[src/rtl/core/bsc_pkg.sv]
// Shared types, constants and match functions of the banner service classifier.
package bsc_pkg;

   localparam int NumCells = 6;
   localparam int NumPat   = 13;
   localparam int SeqLen   = NumCells + 1;
   localparam int PatBits  = 8 * SeqLen;

   // Index of each sticky pattern flag.
   localparam int PatHttpSlash = 0;
   localparam int PatServer    = 1;
   localparam int PatGet       = 2;
   localparam int PatHead      = 3;
   localparam int PatSsh       = 4;
   localparam int Pat220       = 5;
   localparam int PatSmtp      = 6;
   localparam int PatFtp       = 7;
   localparam int Pat220Sp     = 8;
   localparam int PatPop3      = 9;
   localparam int PatPlusOk    = 10;
   localparam int PatSmtpAny   = 11;
   localparam int PatHttpAny   = 12;

   typedef enum logic [2:0] {
      SVC_UNKNOWN = 3'd0,
      SVC_HTTP    = 3'd1,
      SVC_SSH     = 3'd2,
      SVC_SMTP    = 3'd3,
      SVC_FTP     = 3'd4,
      SVC_POP3    = 3'd5
   } svc_type;

   typedef logic [SeqLen-1:0][7:0] seq_type;
   typedef logic [NumPat-1:0]      seen_type;

   typedef struct packed {
      logic clear;
      logic shift;
   } cell_ctrl_type;

   // The last character of each pattern sits in the lowest byte.
   localparam logic [PatBits-1:0] PatText [NumPat] = '{
      PatBits'("HTTP/"),
      PatBits'("Server:"),
      PatBits'("GET "),
      PatBits'("HEAD "),
      PatBits'("SSH-"),
      PatBits'("220"),
      PatBits'("SMTP"),
      PatBits'("FTP"),
      PatBits'("220 "),
      PatBits'("POP3"),
      PatBits'("+OK"),
      PatBits'("smtp"),
      PatBits'("http")
   };

   localparam logic [2:0] PatLen [NumPat] = '{
      3'd5, 3'd7, 3'd4, 3'd5, 3'd4, 3'd3, 3'd4, 3'd3, 3'd4, 3'd4, 3'd3, 3'd4, 3'd4
   };

   localparam seen_type PatFold = seen_type'((1 << PatSmtpAny) | (1 << PatHttpAny));

   function automatic logic [7:0] fold_case(logic [7:0] c);
      if (c >= 8'h41 && c <= 8'h5A) begin
         return c + 8'h20;
      end
      return c;
   endfunction

   // Sequence byte 0 is the current byte, byte k is the window entry k-1.
   function automatic logic pat_hit(seq_type seq, logic [PatBits-1:0] pat,
                                    logic [2:0] len, logic fold);
      logic ok;
      logic [7:0] a;
      logic [7:0] b;
      ok = 1'b1;
      for (int j = 0; j < SeqLen; j++) begin
         a = fold ? fold_case(seq[j]) : seq[j];
         b = pat[8*j +: 8];
         if (j < int'(len) && a != b) begin
            ok = 1'b0;
         end
      end
      return ok;
   endfunction

   function automatic svc_type pick_code(seen_type s);
      if (s[PatHttpSlash] || s[PatServer] || s[PatGet] || s[PatHead]) begin
         return SVC_HTTP;
      end
      if (s[PatSsh]) begin
         return SVC_SSH;
      end
      if (s[Pat220] && s[PatSmtp]) begin
         return SVC_SMTP;
      end
      if (s[PatFtp] || s[Pat220Sp]) begin
         return SVC_FTP;
      end
      if (s[PatPop3] || s[PatPlusOk]) begin
         return SVC_POP3;
      end
      if (s[PatSmtpAny]) begin
         return SVC_SMTP;
      end
      if (s[PatHttpAny]) begin
         return SVC_HTTP;
      end
      return SVC_UNKNOWN;
   endfunction

endpackage

[src/rtl/core/bsc_cell.sv]
// One byte cell of the banner window chain.
module bsc_cell (
   input  logic                   clock,
   input  logic                   reset,
   input  bsc_pkg::cell_ctrl_type ctrl,
   input  logic [7:0]             prev_byte,
   output logic [7:0]             byte_out
);
   import bsc_pkg::*;

   logic [7:0] byte_ff;
   logic [7:0] byte_in;

   // Clearing between banners wins over a shift.
   always_comb begin
      byte_in = byte_ff;
      if (ctrl.clear) begin
         byte_in = 8'd0;
      end else if (ctrl.shift) begin
         byte_in = prev_byte;
      end
   end

   always_ff @(posedge clock) begin
      if (reset) begin
         byte_ff <= 8'd0;
      end else begin
         byte_ff <= byte_in;
      end
   end

   assign byte_out = byte_ff;

endmodule

[src/rtl/core/banner_service_classifier_core.sv]
// Top level of the banner service classifier: cell chain, pattern flags and result stage.
// Each banner's code is registered when its last byte is accepted.
// Throughput: one byte per cycle while the skid is empty; the six-cell window shifts and
// all patterns compare in the same cycle against the window and the incoming byte.
// A two-entry output stage (register plus skid) keeps input flowing while a result waits.
// Synchronous reset clears the window, the pattern flags, the end flag and the output stage.
module banner_service_classifier_core (
   input  logic       clock,
   input  logic       reset,
   input  logic       req_tvalid,
   output logic       req_tready,
   input  logic [7:0] req_tdata,   // [7:0] banner_byte
   input  logic       req_tlast,   // last
   output logic       rsp_tvalid,
   input  logic       rsp_tready,
   output logic [7:0] rsp_tdata    // [2:0] service_code, [7:3] zero
);
   import bsc_pkg::*;

   logic [NumCells-1:0][7:0] win;
   cell_ctrl_type            cell_ctrl;
   seq_type                  seq;
   seen_type                 hits;
   seen_type                 seen_ff;
   seen_type                 seen_in;
   logic                     ended_ff;
   logic                     ended_in;
   logic                     req_fire;
   logic                     active;
   logic                     produce;
   svc_type                  code;
   logic                     rsp_valid_ff;
   logic                     rsp_valid_in;
   svc_type                  rsp_code_ff;
   svc_type                  rsp_code_in;
   logic                     skid_valid_ff;
   logic                     skid_valid_in;
   svc_type                  skid_code_ff;
   svc_type                  skid_code_in;
   logic                     out_free;

   assign req_tready = !skid_valid_ff;
   assign req_fire   = req_tvalid && req_tready;
   assign active     = req_fire && !ended_ff && (req_tdata != 8'd0);
   assign produce    = req_fire && req_tlast;

   assign cell_ctrl.clear = produce;
   assign cell_ctrl.shift = active;

   for (genvar i = 0; i < NumCells; i++) begin : g_cell
      if (i == 0) begin : g_head
         bsc_cell u_cell (
            .clock     (clock),
            .reset     (reset),
            .ctrl      (cell_ctrl),
            .prev_byte (req_tdata),
            .byte_out  (win[i])
         );
      end else begin : g_body
         bsc_cell u_cell (
            .clock     (clock),
            .reset     (reset),
            .ctrl      (cell_ctrl),
            .prev_byte (win[i-1]),
            .byte_out  (win[i])
         );
      end
   end

   always_comb begin
      seq[0] = req_tdata;
      for (int k = 1; k < SeqLen; k++) begin
         seq[k] = win[k-1];
      end
      for (int p = 0; p < NumPat; p++) begin
         hits[p] = pat_hit(seq, PatText[p], PatLen[p], PatFold[p]);
      end
   end

   always_comb begin
      seen_in  = seen_ff;
      ended_in = ended_ff;
      if (req_fire && !ended_ff) begin
         if (req_tdata == 8'd0) begin
            ended_in = 1'b1;
         end else begin
            seen_in = seen_ff | hits;
         end
      end
      code = pick_code(seen_in);
      if (produce) begin
         seen_in  = '0;
         ended_in = 1'b0;
      end
   end

   assign out_free = !rsp_valid_ff || rsp_tready;

   always_comb begin
      rsp_valid_in  = rsp_valid_ff;
      rsp_code_in   = rsp_code_ff;
      skid_valid_in = skid_valid_ff;
      skid_code_in  = skid_code_ff;
      if (out_free) begin
         rsp_valid_in  = skid_valid_ff || produce;
         rsp_code_in   = skid_valid_ff ? skid_code_ff : code;
         skid_valid_in = 1'b0;
      end else if (produce) begin
         skid_valid_in = 1'b1;
         skid_code_in  = code;
      end
   end

   always_ff @(posedge clock) begin
      if (reset) begin
         seen_ff       <= '0;
         ended_ff      <= 1'b0;
         rsp_valid_ff  <= 1'b0;
         skid_valid_ff <= 1'b0;
      end else begin
         seen_ff       <= seen_in;
         ended_ff      <= ended_in;
         rsp_valid_ff  <= rsp_valid_in;
         skid_valid_ff <= skid_valid_in;
      end
   end

   always_ff @(posedge clock) begin
      rsp_code_ff  <= rsp_code_in;
      skid_code_ff <= skid_code_in;
   end

   assign rsp_tvalid = rsp_valid_ff;
   assign rsp_tdata  = {5'd0, rsp_code_ff};

`ifndef SYNTHESIS
   // The skid entry only ever fills behind a waiting output register.
   a_skid_behind_out: assert property (@(posedge clock) disable iff (reset)
      skid_valid_ff |-> rsp_valid_ff)
      else $error("skid entry holds a result while the output register is empty");

   // A banner's last byte leaves no flags, no end mark and an empty window behind.
   a_clear_after_last: assert property (@(posedge clock) disable iff (reset)
      (req_fire && req_tlast) |=> (seen_ff == '0 && !ended_ff && win == '0))
      else $error("state not cleared after the last byte of a banner");

   // A zero byte that is not last ends the text.
   a_zero_ends_text: assert property (@(posedge clock) disable iff (reset)
      (req_fire && !req_tlast && req_tdata == 8'd0) |=> ended_ff)
      else $error("zero byte did not end the text");

   // Nothing shifts into the window once the text has ended.
   a_window_frozen: assert property (@(posedge clock) disable iff (reset)
      (ended_ff && !(req_fire && req_tlast)) |=> $stable(win))
      else $error("window moved after the end of the text");

   // Codes above pop3 mean nothing.
   a_code_range: assert property (@(posedge clock) disable iff (reset)
      rsp_valid_ff |-> (rsp_code_ff == SVC_UNKNOWN || rsp_code_ff == SVC_HTTP ||
                        rsp_code_ff == SVC_SSH || rsp_code_ff == SVC_SMTP ||
                        rsp_code_ff == SVC_FTP || rsp_code_ff == SVC_POP3))
      else $error("service code out of range");
`endif

endmodule
[config.mk]
export PLATFORM = sky130hd
export DESIGN_NAME = banner_service_classifier_core
export DESIGN_NICKNAME = d
export VERILOG_FILES = /design/src/rtl/core/bsc_pkg.sv /design/src/rtl/core/bsc_cell.sv /design/src/rtl/core/banner_service_classifier_core.sv
export SDC_FILE = /design/constraint.sdc
export NUM_CORES = 1
export LEC_CHECK = 0
export BUFFER_PORTS_ARGS = -buffer_cell sky130_fd_sc_hd__buf_2
export CAP_MARGIN = 20
export CORE_UTILIZATION = 65
export CTS_CLUSTER_SIZE = 20
export DETAILED_ROUTE_END_ITERATION = 8
export GPL_ROUTABILITY_DRIVEN = 0
export GPL_TIMING_DRIVEN = 1
export PLACE_DENSITY = 0.95
export SYNTH_ARGS = -nofsm -noshare
export SYNTH_HDL_FRONTEND = slang
export SYNTH_SLANG_ARGS = --single-unit
[constraint.sdc]
create_clock -name clock -period 4.2 [get_ports clock]
set_input_delay 0.21 -clock clock [delete_from_list [all_inputs] [get_ports clock]]
set_output_delay 0.21 -clock clock [all_outputs]
set_load 0.02 [all_outputs]
== Word level (Yosys, flattened, before mapping) ==
Index checks and enable logic that the tools add are counted.

* Flip-flop bits (word level): 70
* Bits in latches: 0
* RAM bits: 0
* Bits in read-only memories: 0
* Output and inout bits: 10
* Word-level logic and storage cells: 202
* Memories kept: 0

* Add/sub/neg operators: 4
* $mul: 0
* Div/mod/pow operators: 0
* $lt $le $gt $ge: 8
* Equality and inequality tests: 43
* Shift-type cells: 0
* Mux-type cells: 108
* Bitwise gates (word level): 2
* Reduce and logical (&&, ||, !) cells: 25

{| class="wikitable"
|+ Operators by type and width
! cell !! count
|-
| $ne 8x7->1 const B || 32
|-
| $ne 8x6->1 const B || 11
|-
| $mux 1 || 80
|-
| $mux 8 || 8
|-
| $mux 3 || 18
|-
| $add 8x6->8 const B || 4
|-
| $ge 8x7->1 const B || 4
|-
| $le 8x7->1 const B || 4
|-
| $mux 13 || 2
|-
| $or 13x13->13 || 1
|-
| $logic_and 1x1->1 || 9
|-
| $logic_not 8->1 || 1
|-
| $reduce_bool 8->1 || 1
|-
| $logic_or 1x1->1 || 7
|-
| $reduce_and 2->1 || 2
|-
| $reduce_or 2->1 || 2
|-
| $logic_not 1->1 || 3
|-
| $not 1->1 || 1
|}

== Logic depth before layout (Yosys ltp) ==
Gate-level depths: netlist of run 1.

* Word-level depth: 45
* Depth in mapped cells: 8

== Modules after synthesis ==
A second synthesis of run 1 with hierarchy kept.

* Cell total of the unflattened synthesis: 383
* Area, all modules: 3592.2 µm²

{| class="wikitable"
|+ By module, submodules not included
! module !! instances !! cells each !! area each (µm²) !! seq. area each (µm²)
|-
| banner_service_classifier_core || 1 || 221 || 1820.5 || 500.5
|-
| bsc_cell || 6 || 27 || 295.3 || 160.2
|}

== Worst setup path after synthesis of run 1 ==
OpenSTA, ideal clock, no wires.

* Kind: register -> register
* Start point: register g_cell[1].g_body.u_cell.byte_ff[6]
* End point: register rsp_code_ff[0] (data pin)
* Setup time: 0.278 ns
* Arrival: 2.026 ns
* Data required time: 3.922 ns
* Slack: 1.896 ns
* Cell stages (with the launch flop): 8
* Period minus slack after synthesis: 2.304 ns
* Path through: dfxtp_1 -> clkbuf_1 -> or4bb_1 -> or4_1 -> nand4bb_1 -> and2_4 -> o211ai_2 -> a41oi_1

* Longest elaborated chain between the ends: 25
* Elaborated cells between the ends (all ways): 101
* Classes of those cells: add/sub: 1; order compare: 2; eq/ne: 12; mux: 78; bitwise: 1; reduce/logical: 7

{| class="wikitable"
|+ Ends and longest elaborated chain
! what !! line !! source
|-
| from (decl) || bsc_cell.sv:11 || <nowiki>logic [7:0] byte_ff;</nowiki>
|-
| from (signal assigned) || bsc_cell.sv:28 || <nowiki>byte_ff <= byte_in;</nowiki>
|-
| $ge 8x7->1 / $le 8x7->1 (equally long branches) || bsc_pkg.sv:65 || <nowiki>if (c >= 8'h41 && c <= 8'h5A) begin</nowiki>
|-
| $logic_and 1x1->1 || bsc_pkg.sv:65 ||
|-
| $mux 1 || n/a ||
|-
| $mux 8 || bsc_pkg.sv:68 || <nowiki>return c;</nowiki>
|-
| $ne 8x7->1 || bsc_pkg.sv:81 || <nowiki>if (j < int'(len) && a != b) begin</nowiki>
|-
| $mux 1 (2 in series) || bsc_pkg.sv:81 ||
|-
| $or 13x13->13 * || banner_service_classifier_core.sv:87 || <nowiki>seen_in = seen_ff | hits;</nowiki>
|-
| $mux 13 * || banner_service_classifier_core.sv:84 || <nowiki>if (req_tdata == 8'd0) begin</nowiki>
|-
| (+8 left out) || n/a ||
|-
| $mux 3 || bsc_pkg.sv:110 || <nowiki>return SVC_UNKNOWN;</nowiki>
|-
| $mux 3 || bsc_pkg.sv:107 || <nowiki>if (s[PatHttpAny]) begin</nowiki>
|-
| $mux 3 || bsc_pkg.sv:104 || <nowiki>if (s[PatSmtpAny]) begin</nowiki>
|-
| $mux 3 || bsc_pkg.sv:101 || <nowiki>if (s[PatPop3] || s[PatPlusOk]) begin</nowiki>
|-
| $mux 3 || bsc_pkg.sv:98 || <nowiki>if (s[PatFtp] || s[Pat220Sp]) begin</nowiki>
|-
| $mux 3 || bsc_pkg.sv:95 || <nowiki>if (s[Pat220] && s[PatSmtp]) begin</nowiki>
|-
| $mux 3 * || bsc_pkg.sv:92 || <nowiki>if (s[PatSsh]) begin</nowiki>
|-
| $mux 3 * || banner_service_classifier_core.sv:106 || <nowiki>rsp_code_in = skid_valid_ff ? skid_code_ff : code;</nowiki>
|-
| to (signal assigned) || banner_service_classifier_core.sv:129 || <nowiki>rsp_code_ff <= rsp_code_in;</nowiki>
|-
| to (decl) || banner_service_classifier_core.sv:34 || <nowiki>svc_type rsp_code_ff;</nowiki>
|}

Mark *: on every way between the ends. The rest lies on a longest branch, timed or not. The select of a mux whose other input is x is not followed.
A chain may end at the register's enable or synchronous reset.

== Worst setup path after layout of run 1 ==
* Start point: register g_cell[1].g_body.u_cell.byte_ff[0]
* End point: register rsp_code_ff[2] (data pin)

Same word-level chain as after synthesis.

==> results.cfg, run 1 <==
[status]
status = completed

[clock_network]
h-tree-depth = 3
clkTransAtPathRegs_ps = 70
clockBufferDepth = 2
cts_sinks = 70
cts_tree = built
ctsRootBufferMaster = clkbuf_8
cts_hold_buf = 0
cts_buffers = 9
post_cts_resized = 0
clk_latency_ps = 360
cts_setup_buffers = 0

[synth]
synthTopCellsByArea = dfxtp_1 36%, nand2_1 11%, a21oi_1 7.4%, edfxtp_1 5.1%, nor2_1 3.0%
netlist_area_mm2 = 0.00353
synthArstFlopShare_pct = 0
synthCells = 438
ys_seq_area_share_pct = 41.4
synth_adder_area_share_pct = 1.42
synth-edff-count = 6
synthMuxAreaShare_pct = 0
ys_seq_elements = 70
synth_compound_area_share_pct = 15.1
synthFlopType = dfxtp_1
yosys.area.top_type = dfxtp_1
synth_top_family_by_area = simple AND/OR/NAND/NOR gates
avgSynthCellArea_um2 = 8.07
synthTopCellsByCount = 101 x nand2_1, 64 x dfxtp_1, 52 x a21oi_1, 28 x nor2_1, 23 x clkbuf_1
synthSimpleGateAreaFrac_pct = 36.8
ys_warn_count = 0
synth_xor_area_share_pct = 0
synth.distinct_cells = 57
synth_top_area_share_pct = 36.3
synth.most_common_cell = nand2_1

[floorplan]
initial_utilization_pct = 68.3
row_count = 26
die_h_um = 75.7
die-area_mm2 = 0.00574
coreArea_mm2 = 0.00517
die_w_um = 75.7
boundaryPins = 23

[sta]
fin_crit_sh_pct = 61.7
drv_slew = 0
setup-violations-final = 0
max_freq_mhz = 386
hold_viol_final = 0
clock_skew_ps = 11.1
fin_crit_ps = 2590
finalSetupTns_ps = 0
rsz0062_at_grt = false
slew-limit-headroom_pct = 51.9
worstMarginPinSlew_ps = 716

[worst_setup_path]
regToRegSetupSlack_ps = 1610
endpoint_kind = flip-flop
start_kind = flip-flop
critPathLaunch = g_cell[1].g_body.u_cell.byte_out[0]$_SDFFE_PP0P_
cp_num_buf_inv = 0
r2r-end = rsp_code_ff[2]$_DFFE_PP_
path_cells = or4bb_1 -> nor4_1 -> a31oi_1 -> and2_1 -> and2_1 -> o41ai_1
r2r_cells = 6
rr_startpoint = g_cell[1].g_body.u_cell.byte_out[0]$_SDFFE_PP0P_
path_delay_family = simple AND/OR/NAND/NOR gates
required_ps = 4330
worst_ep_arrival_time_ps = 2720
cp_slowest_cell = dfxtp_1
worst-path-stages = 6
crit_type = reg2reg
crit_path_max_fanout = 11
cp-endpoint = rsp_code_ff[2]$_DFFE_PP_
worst_path_most_repeated_cell = and2_1
critPathMaxStageDelay_ps = 570

[placed_design]
dpl.hpwl_mm = 5.99
numPortBuffers = 17

[detailed_routing]
ant_nets = 0
route.vias.total = 3437
wl_per_cell_um = 17.3
avgViaCountPerCell = 6.67
drt-total-wl_mm = 8.93
drt_iter0_drc = 410
drt-pass1-iter-count = 5
route.detailed.drc = 0

[global_route]
grt_pass1_wl_mm = 14.1
grt-ovfl-total = 0
grt.total_usage_pct = 33.9
grt_pass1_vias = 2960
grt_max_degree = 63
antenna_found_initial = 0

[cells_and_area]
num_antenna_cells = 0
drive_above_1_share_pct = 11.2
area.growth.synth_to_final_pct = 7.22
nNetsFinal = 457

[power_and_ir_drop]
vdd_drop_max_v = 0.000277
p_leak_nw = 1.25
power_density_mw_per_mm2 = 337
p_total_mw = 1.28

[min_path]
hp-class = in2reg

[run]
max_cap_viol_count = 0
-- logic make-up (layout without fill, tap and decap cells) --
logic type	count (synthesis)	count (layout)
flops	70	70
simple gates	236	236
fa+ha+maj	4	4
buf+inv	43	46
other cells	1	5
compound gates	84	84
-- worst min-delay path by stage --
stage,to,depth (start not counted),startpoint
after detailed placement,rsp_tvalid$_SDFFE_PP0P_,2,reset
after floorplan,rsp_tvalid$_SDFFE_PP0P_,1,reset
after CTS,rsp_tvalid$_SDFFE_PP0P_,2,reset
after global placement,rsp_tvalid$_SDFFE_PP0P_,2,reset
final,rsp_tvalid$_SDFFE_PP0P_,2,reset
after global routing,rsp_tvalid$_SDFFE_PP0P_,2,reset
-- layout by cell type (no fill, tap or decap), types with 3 or more instances in the layout --
master,Yosys,routed
nand2_1,101,101
dfxtp_1,64,64
a21oi_1,52,51
nor2_1,28,28
buf_2,4,17
nor4_1,10,10
inv_1,9,9
nand3_1,9,9
nor3_1,9,9
clkbuf_8,0,9
nor4b_1,8,8
nand2b_1,7,6
nor3b_1,6,6
a31oi_1,6,6
edfxtp_1,6,6
nor4bb_1,5,5
nor2b_1,5,5
conb_1,1,5
and3_1,4,4
nand4b_1,4,4
nand4_1,4,4
or4bb_1,4,4
and2_1,4,4
a22oi_1,4,4
ha_1,4,4
or3_1,3,3
or4b_1,3,3
or4_1,3,3
a211oi_1,3,3
a41oi_1,3,3
buf_4,5,3
-- final cells by class --
cell class | count | area (um2)
clock buffer | 9 | 124
clock inverter | 7 | 46.3
fill | 373 | 1380
inverter | 9 | 33.8
multi-input combinational | 329 | 1910
sequential | 70 | 1460
tap | 70 | 87.6
timing repair buffer | 21 | 128
-- sequential cells by signal (all words and copies together) (netlist names) --
name                           cells
seen_ff                           13
rsp_code_ff                        3
g_cell.g_head.u_cell.byte_out      8
ended_ff                           1
g_cell.g_body.u_cell.byte_out     40
skid_code_ff                       3
rsp_tvalid                         1
skid_valid_ff                      1
-- per-stage QoR --
stage	setup WS, ps	utilization, %	area, um2	hold slack (ps)	cells
6_report	1610	73.2	3790	37.4	515
5_1_grt	1490	73.2	3790	32.7	515
4_1_cts	1680	72.9	3770	34.4	514
3_5_place_dp	1590	69.6	3600	401	498
3_3_place_gp	1720	69.6	3600	396	498
2_1_floorplan	1900	-	3550	279	442
-- per-layer routing --
metal | routed length, um | vias to the layer above | global-route usage (%)
met3 | 985 | 69 | 10.4
met4 | 486 | 0 | 18.3
met2 | 3980 | 249 | 52.2
li1 | - | 1570 | -
met1 | 3470 | 1549 | 42.7
met5 | 0 | - | 0
-- where the power goes --
part / switching (mW) / internal [mW]
Sequential: 0.0148 / 0.679
Clock: 0.272 / 0.214
Combinational: 0.0654 / 0.0295
Total: 0.353 / 0.923
(Power assumes the default switching activity.)
==> run 2, diff against run 1 <==
CORE_UTILIZATION = 60   (was 65)
PLACE_DENSITY = 0.89   (was 0.95)
clock period = 2.4 ns   (was 4.2 ns; I/O delays follow)
==> run 2 against run 1 <==
  * The run now ends with negative setup slack left
  * Final cell count increased by 5.2%
  * Largest cell class unchanged
  * Sequential share of layout area decreased by 3.8 points
  * Design area increased by 11%
  * Flip-flop and latch count unchanged
  * Register-to-register slack got worse by 1600 ps
  * Critical path type unchanged
  * Largest power group unchanged
  * Sequential power increased by 73%
  * Critical endpoint is now rsp_code_ff[1]$_DFFE_PP_
==> results.cfg, run 2 (same netlist as run 1, synthesis figures left out) <==
[cells_and_area]
regArea_mm2 = 0.00146
fin_area_mm2 = 0.00421
drive_above_1_share_pct = 19.8
largest_reg_flops = 40
fillers = 384
layout.cells.most_common = nand2_1
num_antenna_cells = 0
multiInputGateArea_mm2 = 0.00206
final_cell_mix = 101 x nand2_1, 63 x dfxtp_1, 51 x a21oi_1
area.growth.synth_to_final_pct = 19.2
nNetsFinal = 482

[global_route]
grt_pass1_vias = 3290
grt_pass1_wl_mm = 15.6
grt-ovfl-total = 0
grt.total_usage_pct = 32.8
grt_max_degree = 41
antenna_found_initial = 0

[floorplan]
initial_utilization_pct = 63.0
row_count = 27
coreArea_mm2 = 0.00561
boundaryPins = 23
die-area_mm2 = 0.00620
die_h_um = 78.7
die_w_um = 78.7

[status]
violations = negative setup slack
status = finished with violations

[sta]
setup-violations-final = 1
hold_ws_ps = 78.8
setup_ws_ps = -14.1
fin_crit_sh_pct = 101
worstMarginPinSlew_ps = 652
drv_slew = 0
slew-limit-headroom_pct = 55.9
hold_viol_final = 0
clock_skew_ps = 11.2
max_freq_mhz = 414
fin_crit_ps = 2410
finalSetupTns_ps = -14.1

[clock_network]
clkTransAtPathRegs_ps = 80
cts_tree = built
h-tree-depth = 3
ctsRootBufferMaster = clkbuf_8
clk_latency_ps = 370
clockBufferDepth = 2
cts_buffers = 9
cts_sinks = 70

[worst_setup_path]
endpoint_kind = flip-flop
worst_ep_arrival_time_ps = 2610
crit_path_max_fanout = 5
crit_type = reg2reg
required_ps = 2600
start_kind = flip-flop

[placed_design]
place_area_mm2 = 0.00379
dpl.hpwl_mm = 6.57
numPortBuffers = 17
place_ws_ps = -10.1

[detailed_routing]
route.vias.total = 3635
ant_nets = 0
avgViaCountPerCell = 6.71
drt-pass1-iter-count = 9
route.detailed.drc = 0
drt-total-wl_mm = 10.2
wl_per_cell_um = 18.8
drt_iter0_drc = 593

[run]
max_cap_viol_count = 0

[power_and_ir_drop]
vdd_drop_max_v = 0.000380
p_leak_nw = 1.47
power_density_mw_per_mm2 = 607

[min_path]
hp-class = in2reg
run 2: cell count changes in the layout (fill, tap and decap cells not counted), sizes merged:
cell         before  now
inv              12    9
buf              21   45
clkinv            2    1
dlygate4sd3       0    1
clkinvlp          2    1
clkbuf            9   12
bufinv            0    2
run 2: per-layer routing:
metal | share of wire [%] | GRT usage (%)
met5 | 0 | 0
met4 | 8.0 | 17.4
met3 | 11 | 8.85
met2 | 45 | 51.8
met1 | 37 | 40.8
run 2: power by group:
group / switching [mW] / internal, mW / leakage, nW
clock: 0.463 / 0.679 / 0.118
sequential: 0.0131 / 1.19 / 0.583
combinational: 0.142 / 0.0718 / 0.765
run 2: what timing repair did:
item,in CTS,in global routing
pin swaps,0,5
hold endpoints to repair,2,0
hold buffers,1,0
buffers inserted,0,2
setup endpoints to repair,3,6
gates resized for setup,2,23
run 2: layout make-up:
type                    instances  area share (%)
well taps                      72            2.14
clock inverters                 4            1.81
clock buffers                  12            3.95
multi-input cells             329            49.0
flip-flops and latches         70            34.7
inverters                       9           0.802
repair buffers                 46            7.55
run 2: final timing paths:
| path | slack [ps] | to | cells after the start | startpoint |
|---|---|---|---|---|
| worst min-delay path | 80 | skid_valid_ff$_SDFFE_PP0P_ | 3 | req_tlast |
| worst min register to register | 450 | g_cell[5].g_body.u_cell.byte_out[7]$_SDFFE_PP0P_ | 2 | g_cell[5].g_body.u_cell.byte_out[7]$_SDFFE_PP0P_ |
| worst max-delay path | -10 | rsp_code_ff[1]$_DFFE_PP_ | 6 | g_cell[1].g_body.u_cell.byte_out[0]$_SDFFE_PP0P_ |
| worst max register to register | -10 | rsp_code_ff[1]$_DFFE_PP_ | 6 | g_cell[1].g_body.u_cell.byte_out[0]$_SDFFE_PP0P_ |
run 2: critical path, cell delays in order (launching register included):
cell and delay [ps]:
dfxtp_1 360, or4_1 550, nor3_2 240, o2111ai_2 220, o41ai_2 500, a31oi_2 170
o31ai_2 200
run 2: stage by stage:
step | total power [mW] | util (%) | cells
floorplan | 1.35 | - | 442
global placement | 1.41 | 67.5 | 523
detailed placement | 1.42 | 67.5 | 523
CTS | 2.53 | 72.3 | 540
global route | 2.61 | 75.1 | 542
finish | 2.56 | 75.1 | 542
==> run 3, diff against run 2 <==
CORE_MARGIN = 4   (was unset)
==> run 3 against run 2 <==
  * The run now ends clean
  * Highest routed layer unchanged
  * Largest cell class unchanged
  * Global-route usage decreased by 6.8 points
  * Critical path depth unchanged
  * Sequential power about the same
==> results.cfg, run 3 (same netlist as run 1, synthesis figures left out) <==
[status]
status = completed

[cells_and_area]
regArea_mm2 = 0.00146
nNetsFinal = 480
multiInputGateArea_mm2 = 0.00200
largest_reg_flops = 40
fillers = 404
layout.cells.most_common = nand2_1
area.growth.synth_to_final_pct = 16.6
drive_above_1_share_pct = 19.0
final_cell_mix = 101 x nand2_1, 62 x dfxtp_1, 51 x a21oi_1
num_antenna_cells = 0
utilization_pct = 73.5

[clock_network]
cts_buffers = 9
cts_setup_buffers = 0
clockBufferDepth = 2
clkTransAtPathRegs_ps = 70
ctsRootBufferMaster = clkbuf_8
clk_latency_ps = 350
h-tree-depth = 3
cts_tree = built
cts_sinks = 70

[sta]
max_freq_mhz = 426
drv_slew = 0
rsz0062_at_grt = true
clock_skew_ps = 9.73
fin_crit_ps = 2350
setup-violations-final = 0
hold_viol_final = 0
setup_ws_ps = 53.8
fin_crit_sh_pct = 97.8

[worst_setup_path]
crit_path_max_fanout = 4
required_ps = 2580
worst-path-stages = 6
worst_ep_arrival_time_ps = 2520
r2r-end = rsp_code_ff[0]$_DFFE_PP_
rr_startpoint = skid_valid_ff$_SDFFE_PP0P_
path_cells = or3b_1 -> or3_1 -> nor4_2 -> a211oi_1 -> and3_1 -> a41oi_1
cp-endpoint = rsp_code_ff[0]$_DFFE_PP_
cp_slowest_cell = or3b_1
critPathLaunch = skid_valid_ff$_SDFFE_PP0P_
crit_type = reg2reg
endpoint_kind = flip-flop
r2r_cells = 6
path_delay_family = simple AND/OR/NAND/NOR gates
critPathMaxStageDelay_ps = 460
start_kind = flip-flop
cp_num_buf_inv = 0
regToRegSetupSlack_ps = 50

[floorplan]
die_h_um = 84.7
row_count = 27
coreArea_mm2 = 0.00561
die_w_um = 84.7
initial_utilization_pct = 63.0
die-area_mm2 = 0.00718
boundaryPins = 23

[detailed_routing]
route.detailed.drc = 0
drt-total-wl_mm = 9.29
wl_per_cell_um = 17.2
avgViaCountPerCell = 6.39
route.vias.total = 3452
drt_iter0_drc = 475
ant_nets = 0
drt-pass1-iter-count = 5

[placed_design]
numPortBuffers = 17
place_ws_ps = 13.9
dpl.hpwl_mm = 6.27

[power_and_ir_drop]
power_density_mw_per_mm2 = 586
vdd_drop_max_v = 0.000471
p_leak_nw = 1.43

[global_route]
grt.total_usage_pct = 26.1
grt-ovfl-total = 0
antenna_found_initial = 0
grt_pass1_vias = 3169
grt_max_degree = 42
grt_pass1_wl_mm = 15.2

[run]
max_cap_viol_count = 0

[min_path]
hp-class = in2reg
run 3: metal layers:
metal  vias to the layer above  track usage, %  share of wire, %
met2                       204            40.9                47
met5                         -               0                 0
met3                        46            6.48               9.1
li1                       1621               -                 -
met4                         0            13.1               3.7
met1                      1581            33.3                40
run 3: tightest hold or removal path, stage by stage:
cell and delay, ps:
buf_2 150, nand2_1 70, a21oi_1 60
run 3: repair_timing:
item,4_1_cts,5_1_grt
gates cloned,0,0
endpoints found under the setup margin,1,6
hold endpoints to repair,2,0
resized for setup,1,16
hold buffers,1,0
pin swaps,0,0
run 3: cell type report:
type                    instances  area share, %
inverters                       9          0.820
repair buffers                 44           7.65
clock inverters                 6           1.67
multi-input cells             329           48.5
clock buffers                  10           3.61
well taps                      72           2.19
flip-flops and latches         70           35.5
run 3: worst min-delay path by stage:
stage,startpoint,to,slack (ps),cells after the start
final,req_tdata[3],g_cell[0].g_head.u_cell.byte_out[3]$_SDFFE_PP0P_,90,3
after global routing,req_tdata[2],g_cell[0].g_head.u_cell.byte_out[2]$_SDFFE_PP0P_,100,3
after CTS,req_tdata[2],g_cell[0].g_head.u_cell.byte_out[2]$_SDFFE_PP0P_,60,3
after detailed placement,reset,rsp_tvalid$_SDFFE_PP0P_,310,2
after global placement,reset,rsp_tvalid$_SDFFE_PP0P_,310,2
after floorplan,reset,rsp_tvalid$_SDFFE_PP0P_,190,1
run 3: per-stage QoR:
step	instances	cell area (um2)	setup TNS (ps)	hold WS, ps	power, mW
floorplan	442	3550	0	189	1.35
global placement	523	3800	0	309	1.42
detailed placement	523	3800	0	312	1.42
CTS	540	4030	0	64.2	2.41
global route	540	4120	-34.4	104	2.51
finish	540	4120	0	91.2	2.42
run 3: power breakdown:
part           switching (mW)  total [mW]  internal (mW)  leakage [nW]
combinational           0.135       0.204         0.0697         0.737
sequential             0.0140        1.20           1.19         0.583
clock                   0.463        1.01          0.546         0.108
